===== src/rtl/core/bprc_pkg.sv =====
// Package for barometer compensation: calibration and side-band types,
// constants and the truncating shift helper. No dependencies.
`default_nettype none

package bprc_pkg;

  localparam int unsigned CfgIndexW = 3;
  localparam int unsigned CfgDataW  = 64;

  localparam logic [CfgIndexW-1:0] CfgTempCalib   = 3'd0;
  localparam logic [CfgIndexW-1:0] CfgPressCal14  = 3'd1;
  localparam logic [CfgIndexW-1:0] CfgPressCal58  = 3'd2;
  localparam logic [CfgIndexW-1:0] CfgPressCal9   = 3'd3;
  localparam logic [CfgIndexW-1:0] CfgTempLimits  = 3'd4;
  localparam logic [CfgIndexW-1:0] CfgPressLimits = 3'd5;

  localparam logic [39:0] LimitsReset = 40'hFF_FF00_0000;

  localparam logic [31:0] FineOffset  = 32'd64000;
  localparam logic [31:0] AdcSpan     = 32'd1048576;
  localparam logic [31:0] PressScale  = 32'd3125;
  localparam logic [31:0] SignBound   = 32'h8000_0000;
  localparam logic [31:0] P1Bias      = 32'd32768;
  localparam logic [31:0] RoundBias   = 32'd128;

  localparam int unsigned DivSteps = 32;

  typedef struct packed {
    logic [15:0] t1;
    logic [15:0] t2;
    logic [15:0] t3;
    logic [15:0] p1;
    logic [15:0] p2;
    logic [15:0] p3;
    logic [15:0] p4;
    logic [15:0] p5;
    logic [15:0] p6;
    logic [15:0] p7;
    logic [15:0] p8;
    logic [15:0] p9;
  } bprc_calib_t;

  typedef struct packed {
    logic [31:0] temp_centi;
    logic [31:0] fine_temp;
    logic [1:0]  range_status;
  } bprc_side_t;

  typedef struct packed {
    bprc_side_t side;
    logic       dz;
  } bprc_tag_t;

  // sign-extend a 16-bit calibration word
  function automatic logic [31:0] sx16(input logic [15:0] v);
    return {{16{v[15]}}, v};
  endfunction

  // signed divide by 2**sh, truncating toward zero
  function automatic logic [31:0] sdiv_pow2(input logic [31:0] x, input int unsigned sh);
    logic [31:0] bias;
    bias = x[31] ? ((32'd1 << sh) - 32'd1) : 32'd0;
    return 32'($signed(x + bias) >>> sh);
  endfunction

endpackage

`default_nettype wire


===== src/rtl/core/bprc_post.sv =====
// Three-stage pressure correction after the division; last stage is the
// output register. Depends on bprc_pkg.
`default_nettype none

module bprc_post
  import bprc_pkg::*;
(
  input  logic        clk,
  input  logic        rst,
  input  logic        en,
  input  logic        in_valid,
  input  logic [31:0] in_q,
  input  bprc_tag_t   in_tag,
  input  bprc_calib_t cal,
  output logic        out_valid,
  output logic [31:0] out_press,
  output bprc_tag_t   out_tag
);

  logic [3:1]  vld;
  logic [31:0] s1_e2, s1_cp8, s1_c;
  logic [31:0] s2_pm9, s2_b, s2_c;
  bprc_tag_t   s1_tag, s2_tag;
  logic [31:0] e_c, d_c;

  assign e_c = {3'd0, in_q[31:3]};
  assign d_c = sdiv_pow2(sdiv_pow2(s2_pm9, 12) + s2_b + sx16(cal.p7), 4);

  always_ff @(posedge clk) begin
    if (rst) begin
      vld <= '0;
    end else if (en) begin
      vld <= {vld[2:1], in_valid};
    end
  end

  always_ff @(posedge clk) begin
    if (en) begin
      s1_e2  <= e_c * e_c;
      s1_cp8 <= {2'd0, in_q[31:2]} * sx16(cal.p8);
      s1_c   <= in_q;
      s1_tag <= in_tag;

      s2_pm9 <= sx16(cal.p9) * {13'd0, s1_e2[31:13]};
      s2_b   <= sdiv_pow2(s1_cp8, 13);
      s2_c   <= s1_c;
      s2_tag <= s1_tag;

      out_press <= s2_tag.dz ? 32'd0 : s2_c + d_c;
      out_tag   <= s2_tag;
    end
  end

  assign out_valid = vld[3];

endmodule

`default_nettype wire


===== config.mk =====
export PLATFORM = sky130hd
export DESIGN_NAME = bprc_post
export DESIGN_NICKNAME = d
export VERILOG_FILES = /design/src/rtl/core/bprc_pkg.sv /design/src/rtl/core/bprc_post.sv
export SDC_FILE = /design/constraint.sdc
export NUM_CORES = 2
export LEC_CHECK = 0
export CORE_MARGIN = 4
export CORE_UTILIZATION = 46
export DETAILED_ROUTE_END_ITERATION = 16
export DONT_BUFFER_PORTS = 1
export PLACE_DENSITY_LB_ADDON = 0.15
export SETUP_SLACK_MARGIN = 0.02
export SLEW_MARGIN = 30
export SYNTH_ARGS = -nofsm -noshare
export SYNTH_HDL_FRONTEND = slang
export SYNTH_SLANG_ARGS = --single-unit

===== constraint.sdc =====
create_clock -name clk -period 14.4 [get_ports clk]
set_input_delay 2.88 -clock clk [delete_from_list [all_inputs] [get_ports clk]]
set_output_delay 2.88 -clock clk [all_outputs]
set_load 0.005 [all_outputs]

### Word-level counts from Yosys, hierarchy flattened

Index checks and enable logic that the tools add are counted.

| storage, ports and cells | value |
|---|---|
| register bits | 415 |
| output and inout bits | 100 |
| logic and storage cells | 32 |

| operators by class | value |
|---|---|
| $add $sub $neg | 6 |
| $mul | 3 |
| muxes and demuxes | 3 |

Operators with widths:

| operator | number |
|---|---|
| $add A32 B12 Y32 | 1 |
| $add A32 B13 Y32 | 1 |
| $add A32 B32 Y32 | 1 |
| $mul A16 B20 Y32 | 1 |
| $mul A29 B29 Y32 | 1 |
| $mul A31 B16 Y32 | 1 |
| $add A22 B5 Y23 | 1 |
| $add A21 B16 Y22 | 1 |
| $add A20 B19 Y21 | 1 |
| $mux W13 | 1 |
| $mux W12 | 1 |
| $mux W4 | 1 |

### Depth between registers and ports, before layout

| depth | value |
|---|---|
| depth in word-level cells | 7 |
| gate-level depth with buffers | 35 |
| mapped depth without buffers | 35 |

### Worst setup path before layout

No wires, ideal clock.

| path | value |
|---|---|
| path type | in2reg |
| start | input port in_q[19] |
| end | register s1_e2[29], data pin |
| slack | 4.612 ns |
| path buffers | 2 |
| data required time | 14.129 ns |
| setup time | 0.271 ns |
| stages on the path | 28 |
| data arrival time | 9.517 ns |
| cells stage by stage | clkbuf_1 clkbuf_1 nand2_1 fa_1 inv_1 fa_1 inv_1 fa_1 inv_1 fa_1 inv_1 fa_1 inv_1 fa_1 inv_1 fa_1 inv_1 fa_1 ha_1 and4_1 a31oi_1 nand2_1 a31oi_1 o21ai_1 o31ai_1 a21oi_1 o21ai_0 a22oi_1 |

| between the ends | value |
|---|---|
| cells in the longest elaborated chain, start to end | 1 |

RTL lines:

| item | line | text |
|---|---|---|
| from (decl) | bprc_post.sv:12 | `input logic [31:0] in_q,` |
| $mul A29 B29 Y32 | bprc_post.sv:39 | `s1_e2 <= e_c * e_c;` |
| to (signal assigned) | bprc_post.sv:39 |  |
| to (decl) | bprc_post.sv:21 | `logic [31:0] s1_e2, s1_cp8, s1_c;` |

No other way between the ends.
A chain may end at the register's enable or synchronous reset.

### Worst setup path in the final report

| path | value |
|---|---|
| start | register s2_pm9[31] |
| end | register out_press[31], data pin |

| between the ends | value |
|---|---|
| cells in the longest elaborated chain, start to end | 7 |

RTL lines:

| item | line | text |
|---|---|---|
| from (decl) | bprc_post.sv:22 | `logic [31:0] s2_pm9, s2_b, s2_c;` |
| from (signal assigned) | bprc_post.sv:44 | `s2_pm9 <= sx16(cal.p9) * {13'd0, s1_e2[31:13]};` |
| $mux W12 | bprc_pkg.sv:62 | `bias = x[31] ? ((32'd1 << sh) - 32'd1) : 32'd0;` |
| $add A32 B12 Y32 (*) | bprc_pkg.sv:63 | `return 32'($signed(x + bias) >>> sh);` |
| $add A20 B19 Y21 (*) | bprc_post.sv:27 | `assign d_c = sdiv_pow2(sdiv_pow2(s2_pm9, 12) + s2_b + sx16(cal.p7), 4);` |
| $add A21 B16 Y22 (*) | bprc_post.sv:27 |  |
| $mux W4 | bprc_pkg.sv:62 |  |
| $add A22 B5 Y23 (*) | bprc_pkg.sv:63 |  |
| $add A32 B32 Y32 (*) | bprc_post.sv:49 | `out_press <= s2_tag.dz ? 32'd0 : s2_c + d_c;` |
| to (signal assigned) | bprc_post.sv:49 |  |
| to (decl) | bprc_post.sv:16 | `output logic [31:0] out_press,` |

Every way passes the cells marked *; elsewhere a longest branch is shown, timed or not.

==> results.yml <==
floorplanning:
  fp.dieW_um: 338
  die_y_um: 338
  coreArea_um2: 108000
  start_util: 0.466
  die_area_um2: 114000
  placementRows: 120
  ios: 395
yosys:
  synth-seq-area-share: 0.240
  synthDistinctLibCells: 71
  synth_top_area_share: 0.370
  synthesis.area_um2: 50100
  ys_top_cells_by_area: "fa_1, edfxtp_1, ha_1, inv_1, nand2_1"
  ys_ff_latch: 402
  synthCells: 4738
  synth_ff_type: "edfxtp_1"
  syn_avg_cell_area_um2: 10.6
  yosysTopAreaCell: "fa_1"
  synth-edff-count: 399
  synth_fp_nets: 6345
  asyncSetResetFlopFracSynth: 0
  ys_warn_count: 0
critical_path:
  crit_slowest_cell: "o41ai_1"
  cp.arrival_ns: 10.74
  rr_worst_depth: 30
  regToRegStartpoint: "s2_pm9[31]"
  crit_path_frequent_cell: "a21o_1"
  cp-endpoint: "out_press[31]"
  start_kind: "flip-flop"
  cp-startpoint: "s2_pm9[31]"
  crit_required_ns: 14.75
  slowest_delay_ns: 0.83
  criticalPathCategory: "flip-flop to flip-flop"
  r2r_slack_ns: 4.01
  cp-end-kind: "flip-flop"
  timing.rr.end: "out_press[31]"
  crit_path_max_fanout: 14
global_route:
  grt_first_pass_wirelength_um: 187000
  grt_max_degree: 403
  grt_pass1_vias: 33600
  antenna_found_initial: 8
  grt_util_all_layers: 0.212
  grt-ovfl-total: 0
sta:
  skew_ns: 0.0347
  fmax_ghz: 0.0963
  period_share: 0.721
  drv_slew: 0
  setup_violations: 0
  finalHoldViolCount: 0
  tightest_slew_ns: 0.948
  slew_headroom: 0.360
  finalCriticalPeriod_ns: 10.39
  fin_tns_setup_ns: 0
  rsz0062_at_grt: "false"
clocking:
  clock_sinks: 402
  holdBufCountCts: 0
  cts_buffer_depth: 3
  cts_tree: "done"
  insertion_delay_ns: 0.61
  numCtsBuffers: 44
  post-cts-setup-buffers: 0
  htree_levels: 2
  post_cts_resized: 0
  path_clk_slew_ns: 0.06
  root_buffer: "clkbuf_16"
cells_and_area:
  nets: 6223
  drive_above_1_share: 0.0211
  area_growth_syn_to_layout_pct: 5.19
  final_cell_mix: "inv_1, fa_1, nand2_1"
  final_common_cell: "inv_1"
drt:
  routed_wl_um: 116000
  drt_pass1_iterations: 5
  antenna_left: 0
  via_count: 31000
  drt_iter0_drc: 1547
  drt_drc_violations_left: 0
  vias_per_cell: 5.11
  routedWlPerCell_um: 19.1
placed_design:
  port_buffers: 0
  hpwlAfterDp_um: 86200
  gp_congestion: 0.831
status:
  status: "completed"
hold_path:
  hp-class: "flip-flop to flip-flop"
flow_run:
  drv_cap: 0
## registers in the layout (all words and copies together), names as in the netlist
signal	count
out_press	32
out_tag	67
s1_c	31
s1_cp8	32
s1_e2	20
s1_tag	67
s2_b	19
s2_c	32
s2_pm9	32
s2_tag	67
vld	3
## kinds of logic after synthesis
family / synth area share
adders and majority gates: 0.467
buffers and inverters: 0.0950
and+or+nand+nor: 0.119
DFF: 0.240
AOI/OAI and AO/OA: 0.0405
xor gates and xnor gates: 0.0381
muxes: 0.000800
## routing by layer
layer  share of wire  global-route usage
met2            0.48               0.355
met4           0.025              0.0540
met5         0.00011                   0
met3           0.055              0.0288
met1            0.44               0.294
## worst min-delay path by stage
| stage | start | to | slack, ns | cells past startpoint |
|---|---|---|---|---|
| detailed placement | s2_tag[25] | out_tag[25] | 0.40 | 0 |
| floorplan | s2_tag[10] | out_tag[10] | 0.40 | 0 |
| finish | s1_tag[2] | s2_tag[2] | 0.41 | 0 |
| CTS | s1_c[11] | s2_c[11] | 0.41 | 0 |
| global route | s1_c[11] | s2_c[11] | 0.42 | 0 |
| global placement | s1_tag[50] | s2_tag[50] | 0.40 | 0 |
## cells in the mapped netlist, types with 12 or more instances
master,instances
and3_1,20
nand4_1,18
ha_1,386
o21ai_0,49
a21o_1,56
o21a_1,19
nor3_1,19
a211oi_1,12
inv_1,1094
xnor2_1,155
fa_1,926
edfxtp_1,399
nand2_1,604
nand2b_1,43
a21oi_1,86
nor2b_1,15
and2_1,357
nand3_1,29
xor2_1,61
clkbuf_1,169
a31oi_1,13
nor2_1,94
## cell type report
cell class              count  area (µm²)
diodes                      4        10.0
clock buffers              47        1110
clock inverters            31         334
fillers                  9856       54800
inverters                1094        4110
multi-input cells        3069       33300
flip-flops and latches    402       12000
well taps                1403        1760
repair buffers              5        37.5
## critical path: cells and delay by family (launching register included)
kind	cells	cell delay (ns)
muxes	1	0.31
DFF	1	0.72
and+or+nand+nor	5	1.40
adders and majority gates	5	2.03
AOI/OAI and AO/OA	18	5.40
xor gates and xnor gates	1	0.27
## metrics by stage
step / util / setup slack (ns) / cells / cell area [µm²] / hold WS, ns
after CTS: 0.490 / 3.91 / 6051 / 52700 / 0.411
final: 0.490 / 4.01 / 6055 / 52700 / 0.409
after global routing: 0.490 / 3.27 / 6051 / 52700 / 0.419
after floorplan: - / 4.61 / 4738 / 50100 / 0.400
after global placement: 0.476 / 3.88 / 5973 / 51200 / 0.400
after detailed placement: 0.476 / 3.87 / 5973 / 51200 / 0.405
Power is not shown: default switching activity piles up to over one toggle a cycle in this logic, so the estimate is an artifact.
